--- src/hw/rtl/liqed_pkg.sv ---
// Shared constants and types for the lock-in I/Q detector.
// Used by the multiplier, the square-root unit, the top level and its checker.
// No dependencies.
package liqed_pkg;

   // Channel count and field widths.
   localparam int CHANNELS = 4;
   localparam int CH_W = 2;
   localparam int CH_IDX_W = (CHANNELS > 1) ? $clog2(CHANNELS) : 1;
   localparam int SAMPLE_W = 16;
   localparam int REF_W = 16;
   localparam int WEIGHT_W = 16;
   localparam logic [WEIGHT_W-1:0] WEIGHT_RESET = 16'd66;
   localparam int REQ_DATA_W = 48;
   localparam int RSP_DATA_W = 56;

   // Accumulators hold 16 fraction bits in 34 bits.
   localparam int ACC_W = 34;
   localparam int FRAC_W = 16;
   localparam int IQ_W = 17;
   localparam int AMP_W = 18;

   // Shared multiplier operand widths.
   localparam int MUL_A_W = 19;
   localparam int MUL_B_W = 17;
   localparam int MUL_P_W = MUL_A_W + MUL_B_W;

   // Square root: 34-bit radicand, 17-bit root.
   localparam int RAD_W = 34;
   localparam int ROOT_W = RAD_W / 2;

   typedef logic signed [MUL_A_W-1:0] mul_a_type;
   typedef logic signed [MUL_B_W-1:0] mul_b_type;
   typedef logic signed [MUL_P_W-1:0] mul_p_type;

   // Request to and answer from the square-root unit.
   typedef struct packed {
      logic             start;
      logic [RAD_W-1:0] radicand;
   } root_req_type;

   typedef struct packed {
      logic              done;
      logic [ROOT_W-1:0] root;
   } root_rsp_type;

endpackage

--- src/hw/rtl/liqed_mul.sv ---
// Shared signed multiplier with a registered product.
// Depends on liqed_pkg for operand and product types.
module liqed_mul (
   input  logic                  clock,
   input  liqed_pkg::mul_a_type  op_a,
   input  liqed_pkg::mul_b_type  op_b,
   output liqed_pkg::mul_p_type  prod_ff
);
   import liqed_pkg::*;

   mul_p_type prod_in;

   // One signed product per cycle.
   always_comb begin
      prod_in = MUL_P_W'(op_a) * MUL_P_W'(op_b);
   end

   always_ff @(posedge clock) begin
      prod_ff <= prod_in;
   end

endmodule

--- src/hw/rtl/liqed_isqrt.sv ---
// Iterative floor square root, one root bit per cycle.
// Depends on liqed_pkg for widths and the request/answer structs.
module liqed_isqrt (
   input  logic                     clock,
   input  logic                     reset,
   input  liqed_pkg::root_req_type  root_req,
   output liqed_pkg::root_rsp_type  root_rsp
);
   import liqed_pkg::*;

   localparam int CNT_W = $clog2(ROOT_W);
   localparam int REM_W = ROOT_W + 2;
   localparam int SH_W = REM_W + 2;

   logic             busy_ff, busy_in;
   logic             done_ff, done_in;
   logic [CNT_W-1:0] count_ff, count_in;
   logic [RAD_W-1:0] rad_ff, rad_in;
   logic [REM_W-1:0] rem_ff, rem_in;
   logic [ROOT_W-1:0] root_ff, root_in;
   logic [SH_W-1:0]  shifted;
   logic [SH_W-1:0]  trial;

   // Bring down the next two radicand bits and try the next root bit.
   always_comb begin
      shifted  = {rem_ff, rad_ff[RAD_W-1 -: 2]};
      trial    = {2'b00, root_ff, 2'b01};
      busy_in  = busy_ff;
      done_in  = 1'b0;
      count_in = count_ff;
      rad_in   = rad_ff;
      rem_in   = rem_ff;
      root_in  = root_ff;
      if (root_req.start) begin
         busy_in  = 1'b1;
         count_in = '0;
         rad_in   = root_req.radicand;
         rem_in   = '0;
         root_in  = '0;
      end else if (busy_ff) begin
         if (shifted >= trial) begin
            rem_in  = REM_W'(shifted - trial);
            root_in = {root_ff[ROOT_W-2:0], 1'b1};
         end else begin
            rem_in  = REM_W'(shifted);
            root_in = {root_ff[ROOT_W-2:0], 1'b0};
         end
         rad_in   = {rad_ff[RAD_W-3:0], 2'b00};
         count_in = count_ff + 1'b1;
         if (count_ff == CNT_W'(ROOT_W - 1)) begin
            busy_in = 1'b0;
            done_in = 1'b1;
         end
      end
   end

   always_ff @(posedge clock) begin
      if (reset) begin
         busy_ff  <= 1'b0;
         done_ff  <= 1'b0;
         count_ff <= '0;
      end else begin
         busy_ff  <= busy_in;
         done_ff  <= done_in;
         count_ff <= count_in;
      end
      rad_ff  <= rad_in;
      rem_ff  <= rem_in;
      root_ff <= root_in;
   end

   assign root_rsp.done = done_ff;
   assign root_rsp.root = root_ff;

endmodule

--- src/hw/rtl/lockin_iq_ewma_detector_top.sv ---
// Lock-in I/Q detector top level: sequencer, per-channel averages, output register.
// Depends on liqed_pkg, liqed_mul and liqed_isqrt.
//
// Each request carries a channel in req_tuser and a sample with cosine and sine
// references in req_tdata. The block forms the two mixing products, moves the
// channel's in-phase and quadrature averages toward them by the weight set on
// the csr port, takes the floor square root of the sum of the squared integer
// parts and moves the amplitude average toward twice that root. One response per
// request returns the channel and the three integer parts. A new request is only
// taken once the last one has left the sequencer: every product goes through one
// shared 19x17 multiplier (two mixing products, two partial products for each
// of the three average updates, two squares), and the square root resolves one
// bit per cycle. A finished response waits in an output register while the
// next request is taken.
module lockin_iq_ewma_detector_top (
   input  logic                             clock,
   input  logic                             reset,
   input  logic                             req_tvalid,
   output logic                             req_tready,
   // sample [15:0], cos_ref [31:16], sin_ref [47:32]
   input  logic [liqed_pkg::REQ_DATA_W-1:0] req_tdata,
   // channel [1:0]
   input  logic [liqed_pkg::CH_W-1:0]       req_tuser,
   output logic                             rsp_tvalid,
   input  logic                             rsp_tready,
   // in_phase [16:0], quadrature [33:17], amplitude [51:34], zero [55:52]
   output logic [liqed_pkg::RSP_DATA_W-1:0] rsp_tdata,
   // channel_out [1:0]
   output logic [liqed_pkg::CH_W-1:0]       rsp_tuser,
   input  logic                             csr_wr_en,
   input  logic [liqed_pkg::WEIGHT_W-1:0]   csr_wr_data
);
   import liqed_pkg::*;

   // Sequencer states.
   localparam logic [3:0] ST_IDLE      = 4'd0;
   localparam logic [3:0] ST_MUL_I     = 4'd1;
   localparam logic [3:0] ST_MUL_Q     = 4'd2;
   localparam logic [3:0] ST_DIFF      = 4'd3;
   localparam logic [3:0] ST_MUL_HI    = 4'd4;
   localparam logic [3:0] ST_MUL_LO    = 4'd5;
   localparam logic [3:0] ST_ACC       = 4'd6;
   localparam logic [3:0] ST_WB        = 4'd7;
   localparam logic [3:0] ST_SQ_I      = 4'd8;
   localparam logic [3:0] ST_SQ_Q      = 4'd9;
   localparam logic [3:0] ST_SQ_SUM    = 4'd10;
   localparam logic [3:0] ST_ROOT_GO   = 4'd11;
   localparam logic [3:0] ST_ROOT_WAIT = 4'd12;
   localparam logic [3:0] ST_DONE      = 4'd13;

   // Which average the update pass is working on.
   localparam logic [1:0] SEL_I = 2'd0;
   localparam logic [1:0] SEL_Q = 2'd1;
   localparam logic [1:0] SEL_A = 2'd2;

   localparam int WIDE_W = ACC_W + 1;
   localparam int MACC_W = 53;
   localparam int LO_W = 18;

   logic [3:0]                 state_ff, state_in;
   logic [1:0]                 sel_ff, sel_in;
   logic [CH_W-1:0]            ch_ff, ch_in;
   logic                       bad_ff, bad_in;
   logic [SAMPLE_W-1:0]        sample_ff, sample_in;
   logic [REF_W-1:0]           cos_ff, cos_in;
   logic [REF_W-1:0]           sin_ff, sin_in;
   logic [WEIGHT_W-1:0]        weight_ff, weight_in;
   logic signed [IQ_W-1:0]     pi_ff, pi_in;
   logic signed [IQ_W-1:0]     pq_ff, pq_in;
   logic signed [WIDE_W-1:0]   d_ff, d_in;
   logic signed [MACC_W-1:0]   macc_ff, macc_in;
   logic [ROOT_W-1:0]          m_ff, m_in;
   logic [ACC_W-1:0]           acc_i_ff [CHANNELS];
   logic [ACC_W-1:0]           acc_i_in [CHANNELS];
   logic [ACC_W-1:0]           acc_q_ff [CHANNELS];
   logic [ACC_W-1:0]           acc_q_in [CHANNELS];
   logic [ACC_W-1:0]           acc_a_ff [CHANNELS];
   logic [ACC_W-1:0]           acc_a_in [CHANNELS];
   logic                       rsp_valid_ff, rsp_valid_in;
   logic [RSP_DATA_W-1:0]      rsp_data_ff, rsp_data_in;
   logic [CH_W-1:0]            rsp_user_ff, rsp_user_in;

   logic [CH_IDX_W-1:0]        idx;
   logic signed [WIDE_W-1:0]   acc_cur;
   logic signed [WIDE_W-1:0]   target;
   logic signed [MACC_W-1:0]   delta;
   logic signed [WIDE_W-1:0]   acc_new;
   logic signed [IQ_W-1:0]     ii;
   logic signed [IQ_W-1:0]     qi;
   logic [AMP_W-1:0]           amp;
   logic                       req_fire;
   logic                       rsp_free;
   mul_a_type                  op_a;
   mul_b_type                  op_b;
   mul_p_type                  prod_ff;
   root_req_type               root_req;
   root_rsp_type               root_rsp;

   liqed_mul u_mul (
      .clock   (clock),
      .op_a    (op_a),
      .op_b    (op_b),
      .prod_ff (prod_ff)
   );

   liqed_isqrt u_isqrt (
      .clock    (clock),
      .reset    (reset),
      .root_req (root_req),
      .root_rsp (root_rsp)
   );

   // Selected channel's averages and the operands of the current update pass.
   always_comb begin
      idx = CH_IDX_W'(ch_ff);
      ii  = acc_i_ff[idx][FRAC_W +: IQ_W];
      qi  = acc_q_ff[idx][FRAC_W +: IQ_W];
      amp = acc_a_ff[idx][FRAC_W +: AMP_W];
      unique case (sel_ff)
         SEL_I: begin
            acc_cur = {acc_i_ff[idx][ACC_W-1], acc_i_ff[idx]};
            target  = {{2{pi_ff[IQ_W-1]}}, pi_ff, {FRAC_W{1'b0}}};
         end
         SEL_Q: begin
            acc_cur = {acc_q_ff[idx][ACC_W-1], acc_q_ff[idx]};
            target  = {{2{pq_ff[IQ_W-1]}}, pq_ff, {FRAC_W{1'b0}}};
         end
         default: begin
            acc_cur = {1'b0, acc_a_ff[idx]};
            target  = {1'b0, m_ff, {(FRAC_W + 1){1'b0}}};
         end
      endcase
      delta   = macc_ff >>> FRAC_W;
      acc_new = acc_cur + WIDE_W'(delta);
   end

   // Operand selection for the shared multiplier.
   always_comb begin
      unique case (state_ff)
         ST_MUL_I: begin
            op_a = {3'b000, sample_ff};
            op_b = {cos_ff[REF_W-1], cos_ff};
         end
         ST_MUL_Q: begin
            op_a = {3'b000, sample_ff};
            op_b = {sin_ff[REF_W-1], sin_ff};
         end
         ST_MUL_HI: begin
            op_a = {{2{d_ff[WIDE_W-1]}}, d_ff[WIDE_W-1:LO_W]};
            op_b = {1'b0, weight_ff};
         end
         ST_MUL_LO: begin
            op_a = {1'b0, d_ff[LO_W-1:0]};
            op_b = {1'b0, weight_ff};
         end
         ST_SQ_I: begin
            op_a = {{2{ii[IQ_W-1]}}, ii};
            op_b = ii;
         end
         ST_SQ_Q: begin
            op_a = {{2{qi[IQ_W-1]}}, qi};
            op_b = qi;
         end
         default: begin
            op_a = '0;
            op_b = '0;
         end
      endcase
   end

   assign req_fire = req_tvalid && req_tready;
   assign rsp_free = !rsp_valid_ff || rsp_tready;
   assign root_req.start = (state_ff == ST_ROOT_GO);
   assign root_req.radicand = RAD_W'(macc_ff);

   // Sequencer and datapath next values.
   always_comb begin
      state_in     = state_ff;
      sel_in       = sel_ff;
      ch_in        = ch_ff;
      bad_in       = bad_ff;
      sample_in    = sample_ff;
      cos_in       = cos_ff;
      sin_in       = sin_ff;
      weight_in    = csr_wr_en ? csr_wr_data : weight_ff;
      pi_in        = pi_ff;
      pq_in        = pq_ff;
      d_in         = d_ff;
      macc_in      = macc_ff;
      m_in         = m_ff;
      acc_i_in     = acc_i_ff;
      acc_q_in     = acc_q_ff;
      acc_a_in     = acc_a_ff;
      rsp_valid_in = rsp_valid_ff && !rsp_tready;
      rsp_data_in  = rsp_data_ff;
      rsp_user_in  = rsp_user_ff;
      unique case (state_ff)
         ST_IDLE: begin
            if (req_fire) begin
               ch_in     = req_tuser;
               bad_in    = 32'(req_tuser) >= CHANNELS;
               sample_in = req_tdata[0 +: SAMPLE_W];
               cos_in    = req_tdata[SAMPLE_W +: REF_W];
               sin_in    = req_tdata[SAMPLE_W + REF_W +: REF_W];
               sel_in    = SEL_I;
               state_in  = (32'(req_tuser) >= CHANNELS) ? ST_DONE : ST_MUL_I;
            end
         end
         ST_MUL_I: begin
            state_in = ST_MUL_Q;
         end
         ST_MUL_Q: begin
            // Cosine product, floor-shifted by 15.
            pi_in    = prod_ff[15 +: IQ_W];
            state_in = ST_DIFF;
         end
         ST_DIFF: begin
            // Sine product arrives during the in-phase pass.
            if (sel_ff == SEL_I) begin
               pq_in = prod_ff[15 +: IQ_W];
            end
            d_in     = target - acc_cur;
            state_in = ST_MUL_HI;
         end
         ST_MUL_HI: begin
            state_in = ST_MUL_LO;
         end
         ST_MUL_LO: begin
            macc_in  = MACC_W'(prod_ff) <<< LO_W;
            state_in = ST_ACC;
         end
         ST_ACC: begin
            macc_in  = macc_ff + MACC_W'(prod_ff);
            state_in = ST_WB;
         end
         ST_WB: begin
            unique case (sel_ff)
               SEL_I: begin
                  acc_i_in[idx] = ACC_W'(acc_new);
                  sel_in        = SEL_Q;
                  state_in      = ST_DIFF;
               end
               SEL_Q: begin
                  acc_q_in[idx] = ACC_W'(acc_new);
                  state_in      = ST_SQ_I;
               end
               default: begin
                  acc_a_in[idx] = ACC_W'(acc_new);
                  state_in      = ST_DONE;
               end
            endcase
         end
         ST_SQ_I: begin
            state_in = ST_SQ_Q;
         end
         ST_SQ_Q: begin
            macc_in  = MACC_W'(prod_ff);
            state_in = ST_SQ_SUM;
         end
         ST_SQ_SUM: begin
            macc_in  = macc_ff + MACC_W'(prod_ff);
            state_in = ST_ROOT_GO;
         end
         ST_ROOT_GO: begin
            state_in = ST_ROOT_WAIT;
         end
         ST_ROOT_WAIT: begin
            if (root_rsp.done) begin
               m_in     = root_rsp.root;
               sel_in   = SEL_A;
               state_in = ST_DIFF;
            end
         end
         ST_DONE: begin
            // Hand the response over once the output register is free.
            if (rsp_free) begin
               rsp_valid_in = 1'b1;
               rsp_user_in  = ch_ff;
               if (bad_ff) begin
                  rsp_data_in = '0;
               end else begin
                  rsp_data_in = {4'b0000, amp, qi, ii};
               end
               state_in = ST_IDLE;
            end
         end
         default: begin
            state_in = ST_IDLE;
         end
      endcase
   end

   always_ff @(posedge clock) begin
      if (reset) begin
         state_ff     <= ST_IDLE;
         sel_ff       <= SEL_I;
         weight_ff    <= WEIGHT_RESET;
         rsp_valid_ff <= 1'b0;
         for (int k = 0; k < CHANNELS; k++) begin
            acc_i_ff[k] <= '0;
            acc_q_ff[k] <= '0;
            acc_a_ff[k] <= '0;
         end
      end else begin
         state_ff     <= state_in;
         sel_ff       <= sel_in;
         weight_ff    <= weight_in;
         rsp_valid_ff <= rsp_valid_in;
         acc_i_ff     <= acc_i_in;
         acc_q_ff     <= acc_q_in;
         acc_a_ff     <= acc_a_in;
      end
      ch_ff       <= ch_in;
      bad_ff      <= bad_in;
      sample_ff   <= sample_in;
      cos_ff      <= cos_in;
      sin_ff      <= sin_in;
      pi_ff       <= pi_in;
      pq_ff       <= pq_in;
      d_ff        <= d_in;
      macc_ff     <= macc_in;
      m_ff        <= m_in;
      rsp_data_ff <= rsp_data_in;
      rsp_user_ff <= rsp_user_in;
   end

   assign req_tready = (state_ff == ST_IDLE);
   assign rsp_tvalid = rsp_valid_ff;
   assign rsp_tdata  = rsp_data_ff;
   assign rsp_tuser  = rsp_user_ff;

endmodule

--- config.mk ---
export PLATFORM = sky130hd
export DESIGN_NAME = lockin_iq_ewma_detector_top
export DESIGN_NICKNAME = d
export VERILOG_FILES = /design/src/hw/rtl/liqed_pkg.sv /design/src/hw/rtl/liqed_mul.sv /design/src/hw/rtl/liqed_isqrt.sv /design/src/hw/rtl/lockin_iq_ewma_detector_top.sv
export SDC_FILE = /design/constraint.sdc
export NUM_CORES = 2
export LEC_CHECK = 0
export ABC_AREA = 1
export BUFFER_PORTS_ARGS = -buffer_cell sky130_fd_sc_hd__buf_2
export CAP_MARGIN = 15
export CORE_MARGIN = 2
export CORE_UTILIZATION = 60
export DETAILED_ROUTE_END_ITERATION = 10
export PLACE_DENSITY = 0.77
export RECOVER_POWER = 50
export SLEW_MARGIN = 20
export SYNTH_ARGS = -nofsm -noshare
export SYNTH_HDL_FRONTEND = slang
export SYNTH_SLANG_ARGS = --single-unit
--- constraint.sdc ---
create_clock -name clock -period 10.5 [get_ports clock]
set_input_delay 1.05 -clock clock [delete_from_list [all_inputs] [get_ports clock]]
set_output_delay 1.05 -clock clock [all_outputs]
set_load 0.01 [all_outputs]
# == Word-level counts from Yosys, hierarchy flattened ==
# Cells that the tools add are included.
# word_totals
ff_bits,787
elab_cells,129
out_inout_bits,60
# classes
n_bitwise,3
multipliers,1
n_eq_ne,19
addsub,5
n_mux,38
n_lt_le_gt_ge,3
n_reduce_logical,26
# op_table
cell,count
$bwmux W136,3
$mux W34,9
$bmux W34 S2,3
$pmux W53 S3,1
$pmux W35 S2,2
$pmux W19 S5,1
$pmux W17 S5,1
$demux W34 S2,1
$pmux W4 S14,1
$add A53 B36 Y53,1
$mul A19 B17 Y36,1
$sub A35 B35 Y35,1
$add A34 B34 Y34,1
$eq A4 B4 Y1 const B,6
$ge A21 B19 Y1,1
$mux W19,1
$sub A19 B19 Y19,1
$eq A4 B3 Y1 const B,4
$reduce_and A2 Y1,7
$mux W4,3
$reduce_or A2 Y1,5
$eq A4 B2 Y1 const B,2
$pmux W4 S2,1
$mux W1,7
other kinds (22),31

# == Longest topological paths before layout ==
# depth
word_depth,7
depth_mapped,37
depth_no_buf,36

# == Hierarchy ==
# Synthesis repeated with hierarchy kept, for this count alone.
# unflattened
hier_cells,7469
hier_area_um2,55095.3
# modules_own_cells
module,n_inst,cells_per_inst,area_per_inst_um2
lockin_iq_ewma_detector_top,1,4999,36701.4
liqed_mul,1,1859,13972.2
liqed_isqrt,1,611,4421.7

# == Worst setup path after synthesis ==
# Ideal clock, no wire load.
# synth_path
kind,flip-flop to flip-flop
start,reg ch_ff[1]
end,reg u_mul.prod_ff[33]
setup_ps,72
slack_ps,3658
path_buffers,3
path_stages_with_launch,31
t_arrival_ps,6770
synth_period_minus_slack_ps,6842
required_ps,10428
cell_sequence,edfxtp_1 buf_4 nand2_4 clkbuf_1 o221ai_1 nand2_1 nand2_1 a21oi_2 inv_2 buf_2 nand2_1 inv_1 fa_1 inv_1 fa_1 inv_1 fa_1 inv_1 fa_1 inv_1 fa_1 inv_1 fa_1 inv_1 ha_1 nand2_1 nor2_1 nand2_1 or2_2 o211ai_1 xor2_1
# synth_between
elab_chain_len,6
elab_cells_between_ends,10
# synth_rtl
item,line,source
from (decl),lockin_iq_ewma_detector_top.sv:62,"logic [CH_W-1:0] ch_ff, ch_in;"
from (signal assigned),lockin_iq_ewma_detector_top.sv:313,ch_ff <= ch_in;
$not A2 Y3 (not written as such) (*),lockin_iq_ewma_detector_top.sv:117,qi = acc_q_ff[idx][FRAC_W +: IQ_W];
$bmux W34 S2 (*),lockin_iq_ewma_detector_top.sv:117,
$mux W34 (*) (2 in a row),-,
net qi[16],lockin_iq_ewma_detector_top.sv:89,logic signed [IQ_W-1:0] qi;
$pmux W19 S5 / $pmux W17 S5 (equally long branches),lockin_iq_ewma_detector_top.sv:139,unique case (state_ff)
$mul A19 B17 Y36 (*),liqed_mul.sv:15,prod_in = MUL_P_W'(op_a) * MUL_P_W'(op_b);
net u_mul.prod_in[33],liqed_mul.sv:11,mul_p_type prod_in;
to (signal assigned),liqed_mul.sv:19,prod_ff <= prod_in;
to (decl),liqed_mul.sv:7,output liqed_pkg::mul_p_type prod_ff
# The timed path passes the listed nets; every way through them passes the cells marked *. The select of a mux whose other input is x is not followed.
# A chain may end at the register's enable or synchronous reset.

# == Worst setup path after layout ==
# layout_path
start,reg ch_ff[1]
end,reg u_mul.prod_ff[33]
# layout_between
elab_chain_len,6
elab_cells_between_ends,10
# layout_rtl
item,line
$not A2 Y3 (not written as such) (*),"lockin_iq_ewma_detector_top.sv:116, lockin_iq_ewma_detector_top.sv:117"
"$bmux W34 S2, on equally long branches","lockin_iq_ewma_detector_top.sv:117, lockin_iq_ewma_detector_top.sv:116"
$mux W34 (2 in a row),-
$pmux W19 S5 / $pmux W17 S5 (equally long branches),lockin_iq_ewma_detector_top.sv:139
$mul A19 B17 Y36 (*),liqed_mul.sv:15
net u_mul.prod_in[33],liqed_mul.sv:11
# Marked as above.

==> flow_summary.toml <==
[power_and_ir_drop]
power.leakage_nw = 30.13
ir_worst_vdd_v = 0.0001442
power_density_mw_per_mm2 = 160.3

[cells_and_area]
fin_util_pct = 65.17
drive_gt1_share_pct = 4.597
nets = 7782
layout-area-overhead-vs-synth_pct = 7.909

[sta]
layout_setup_ws_ns = 0.9360
slew_viol_final = 490
finalSetupViolCount = 0
maxSlewHeadroom_pct = -137.0
min_period_over_period_pct = 91.09
slew_at_the_pin_closest_to_its_max_slew_limit_ns = 3.555
max_clock_freq_ghz = 0.1046
finalCriticalPeriod_ns = 9.564
rsz_0062_raised_after_global_routing = "no"
final.setup_skew_ns = 0.05945
finalHoldViolCount = 0
sum_of_negative_setup_slack_ns = 0

[yosys]
combinational_family_with_the_most_area_after_synthesis = "simple AND/OR/NAND/NOR gates"
netlist_instances = 7212
combined_area_of_all_synthesized_cells_sq_mm = 0.05428
arithmetic_cell_share_of_the_synthesized_area_counting_full_adders_half_adders_and_majority_gates_pct = 16.96
synth.yosys.warnings = 0
synthesis.area_per_instance_sq_um = 7.526
post_synth_xor_area_fraction_pct = 1.323
yosys_register_bits = 784
share_of_synthesized_cell_area_in_and_or_nand_and_nor_gates_pct = 20.04
muxShareOfSynthArea_pct = 0
postSynth.asyncResetShare_pct = 0
share_of_synthesized_area_occupied_by_flip_flops_and_latches_pct = 33.97
complex_gate_fraction_of_the_synthesized_area_pct = 14.64
synth_cell_type_count = 56
synth_edf_count = 274
synth_ff_type = "sky130_fd_sc_hd__dfxtp_1"

[outcome]
violations = "max-capacitance violations, max-slew violations"
outcome = "complete, but fails checks"

[hold_path]
hold_path_end = "m_ff[9]$_DFFE_PP_"
worst_hold_path_type = "flip-flop to flip-flop"
number_of_cells_on_the_worst_hold_path = 0
min_from = "u_isqrt.root_ff[9]$_SDFFE_PP0P_"

[global_routing]
grt_use_total_pct = 38.89
first_pass_grt_wire_length_microns = 277100
initial_antenna_violation_count = 5
pin_count_of_the_biggest_net_entering_global_routing = 136
grt_pass1_vias = 47770
grt.overflow.total = 0

[cts]
cts_made_buffers = 86
tritoncts = "done"
post_cts_buffers = 0
clkSlewWorstSetupHoldPaths_ns = 0.06
clock_latency_reported_for_the_late_side_of_the_worst_skew_pair_ns = 0.72
cts_sinks = 784
postCtsHoldBufs = 0
ctsLongestPathBuffers = 3
htree_levels = 3
clk_root_buffer_cell = "sky130_fd_sc_hd__clkbuf_16"
cts_resized = 0

[detailed_routing]
vias = 49280
drt-total-wl_microns = 182200
remaining_drc_errors = 0
vias_per_cell = 5.850
routed_wire_length_per_instance_microns = 21.63
ant_nets = 0
drt-pass1-iter-count = 7
first_iter_violations = 6085

[floorplan]
pin_count = 131
floorplan.initialDensity_pct = 60.40
die_height_microns = 304.8
core_region_area_sq_mm = 0.08987
dieWidth_microns = 304.8
rows = 110
area_enclosed_by_the_die_boundary_sq_mm = 0.09289

[setup_path]
r2r_cells = 25
source_of_the_worst_register_to_register_timing_path = "ch_ff[1]$_DFFE_PP_"
critical_path_arrival_ns = 10.16
critPathKind = "flip-flop to flip-flop"
crit_path_end_kind = "flip-flop"
r2r_slack_ns = 0.94
rr_endpoint = "u_mul.prod_ff[33]$_DFF_P_"
crit_path_start_kind = "flip-flop"
worst_ep_required_time_ns = 11.10
crit_fanout = 57

[placement]
pre_cts_ws_ns = 1.801
globalplace.congestion = 1.033
port_buffers = 126
dp_hpwl_microns = 132500

[flow_run]
maxCapViolCount = 11
## sequential cells by signal (all words and copies together), names as in the netlist, 4 cells and up
register          cells
acc_a_ff            136
acc_i_ff            136
acc_q_ff            136
cos_ff               16
d_ff                 35
m_ff                 17
macc_ff              50
pi_ff                17
pq_ff                17
rsp_tdata            52
sample_ff            16
sin_ff               16
state_ff              4
u_isqrt.count_ff      5
u_isqrt.rad_ff       34
u_isqrt.rem_ff       19
u_isqrt.root_ff      17
u_mul.prod_ff        36
weight_ff            16
## power breakdown
group	switching, mW	internal, mW
Clock	1.35	1.87
Combinational	1.83	0.836
Sequential	0.195	3.30
## worst max-delay path by stage
stage / startpoint / end / slack, ns / cells after the start
after global routing: ch_ff[1]$_DFFE_PP_ / u_mul.prod_ff[33]$_DFF_P_ / 0.62 / 31
after detailed placement: ch_ff[0]$_DFFE_PP_ / u_mul.prod_ff[33]$_DFF_P_ / 1.80 / 25
after floorplan: ch_ff[1]$_DFFE_PP_ / u_mul.prod_ff[33]$_DFF_P_ / 3.66 / 30
after global placement: ch_ff[1]$_DFFE_PP_ / u_mul.prod_ff[35]$_DFF_P_ / 1.83 / 30
final: ch_ff[1]$_DFFE_PP_ / u_mul.prod_ff[33]$_DFF_P_ / 0.94 / 25
after CTS: ch_ff[0]$_DFFE_PP_ / u_mul.prod_ff[33]$_DFF_P_ / 1.73 / 25
## layout by cell type (no fill, tap or decap), drive strengths merged, types with 5 or more instances in the layout
cell,instances
a21o,28
a211oi,5
ha,211
o211ai,107
nor2,513
a22o,30
nand4,42
o21ai,396
inv,1526
o21a,109
edfxtp,274
nor4,11
fa,328
xor2,54
a22oi,64
nand2,1530
a21boi,9
o21bai,63
buf,114
o221ai,24
clkbuf,196
dfxtp,510
nor3,48
o22ai,55
a21oi,407
nand3,461
a31oi,19
xnor2,28
bufinv,7
and2,7
nand3b,10
or2,6
clkinv,27
## cell usage after synthesis, types with 10 or more instances
| library cell | count | share of area (%) |
|---|---|---|
| sky130_fd_sc_hd__nand2_1 | 1520 | 11 |
| sky130_fd_sc_hd__inv_1 | 1494 | 10 |
| sky130_fd_sc_hd__dfxtp_1 | 510 | 19 |
| sky130_fd_sc_hd__nor2_1 | 504 | 3.5 |
| sky130_fd_sc_hd__nand3_1 | 461 | 4.3 |
| sky130_fd_sc_hd__a21oi_1 | 406 | 3.7 |
| sky130_fd_sc_hd__o21ai_0 | 390 | 3.6 |
| sky130_fd_sc_hd__fa_1 | 328 | 12 |
| sky130_fd_sc_hd__edfxtp_1 | 274 | 15 |
| sky130_fd_sc_hd__ha_1 | 211 | 4.9 |
| sky130_fd_sc_hd__clkbuf_1 | 190 | 1.3 |
| sky130_fd_sc_hd__o21a_1 | 109 | 1.5 |
| sky130_fd_sc_hd__o211ai_1 | 107 | 1.5 |
| sky130_fd_sc_hd__buf_2 | 93 | 0.86 |
| sky130_fd_sc_hd__a22oi_1 | 64 | 0.89 |
| sky130_fd_sc_hd__o21bai_1 | 63 | 0.87 |
| sky130_fd_sc_hd__o22ai_1 | 55 | 0.63 |
| sky130_fd_sc_hd__xor2_1 | 54 | 0.87 |
| sky130_fd_sc_hd__nor3_1 | 42 | 0.39 |
| sky130_fd_sc_hd__nand4_1 | 36 | 0.41 |
| sky130_fd_sc_hd__a22o_1 | 30 | 0.48 |
| sky130_fd_sc_hd__a21o_1 | 28 | 0.39 |
| sky130_fd_sc_hd__buf_1 | 28 | 0.19 |
| sky130_fd_sc_hd__xnor2_1 | 28 | 0.45 |
| sky130_fd_sc_hd__inv_2 | 24 | 0.17 |
| sky130_fd_sc_hd__o221ai_1 | 23 | 0.37 |
| sky130_fd_sc_hd__a31oi_1 | 19 | 0.22 |
| sky130_fd_sc_hd__nor4_1 | 11 | 0.13 |
| sky130_fd_sc_hd__buf_4 | 10 | 0.14 |
| sky130_fd_sc_hd__nand3b_1 | 10 | 0.14 |
## per-layer routing
layer	part of all wire (%)	vias to the layer above	routed length [microns]	GRT usage [%]
met5	0.012	-	21	0
met4	6.4	4	11670	21.89
met3	11	647	19220	7.545
met2	45	2764	82390	62.51
met1	38	23110	68920	49.33
li1	-	22760	-	-
## through the flow
stage | instances | total power [mW] | instance area [sq um] | hold slack, ns
floorplan | 7215 | 5.259 | 54290 | 0.4082
global placement | 8260 | 6.101 | 55680 | 0.4178
detailed placement | 8260 | 6.121 | 55690 | 0.4211
CTS | 8420 | 9.326 | 58700 | 0.4376
global route | 8422 | 9.803 | 58570 | 0.4550
finish | 8424 | 9.389 | 58570 | 0.4377
## final cells by class
type | instances | area (sq um)
clock buffer | 118 | 2520
multi-input combinational | 4587 | 28920
inverter | 1521 | 5717
antenna | 4 | 10.01
fill | 7748 | 31300
sequential | 784 | 18440
timing repair buffer | 192 | 1003
tap | 1176 | 1471
clock inverter | 42 | 491.7
## cells by family after synthesis
group                    Yosys count
XOR/XNOR                          82
buffers and inverters           1844
flip-flops                       784
AND/OR/NAND/NOR                 2636
other                              1
adder cells (fa/ha/maj)          539
AO/OA/AOI/OAI                   1326
## critical path, cell delays in order, from the launching register on
cell,delay (ns)
sky130_fd_sc_hd__edfxtp_1,0.38
sky130_fd_sc_hd__buf_4,0.38
sky130_fd_sc_hd__nor2_1,1.72
sky130_fd_sc_hd__buf_12,0.35
sky130_fd_sc_hd__a22oi_1,0.14
sky130_fd_sc_hd__and2_0,0.20
sky130_fd_sc_hd__o21ai_1,0.46
sky130_fd_sc_hd__nor3_1,0.18
sky130_fd_sc_hd__inv_2,0.43
sky130_fd_sc_hd__nand2_1,0.23
sky130_fd_sc_hd__fa_1,0.58
sky130_fd_sc_hd__inv_1,0.07
sky130_fd_sc_hd__fa_1,0.75
sky130_fd_sc_hd__inv_1,0.19
sky130_fd_sc_hd__fa_1,0.54
sky130_fd_sc_hd__fa_1,0.57
sky130_fd_sc_hd__fa_1,0.43
sky130_fd_sc_hd__fa_1,0.49
sky130_fd_sc_hd__inv_1,0.04
sky130_fd_sc_hd__ha_1,0.33
sky130_fd_sc_hd__nand2_1,0.11
sky130_fd_sc_hd__nor2_1,0.20
sky130_fd_sc_hd__nand2_1,0.08
sky130_fd_sc_hd__or2_2,0.29
sky130_fd_sc_hd__o211ai_1,0.11
sky130_fd_sc_hd__xor2_1,0.16
Note: power is estimated with default switching activity, not from simulation.
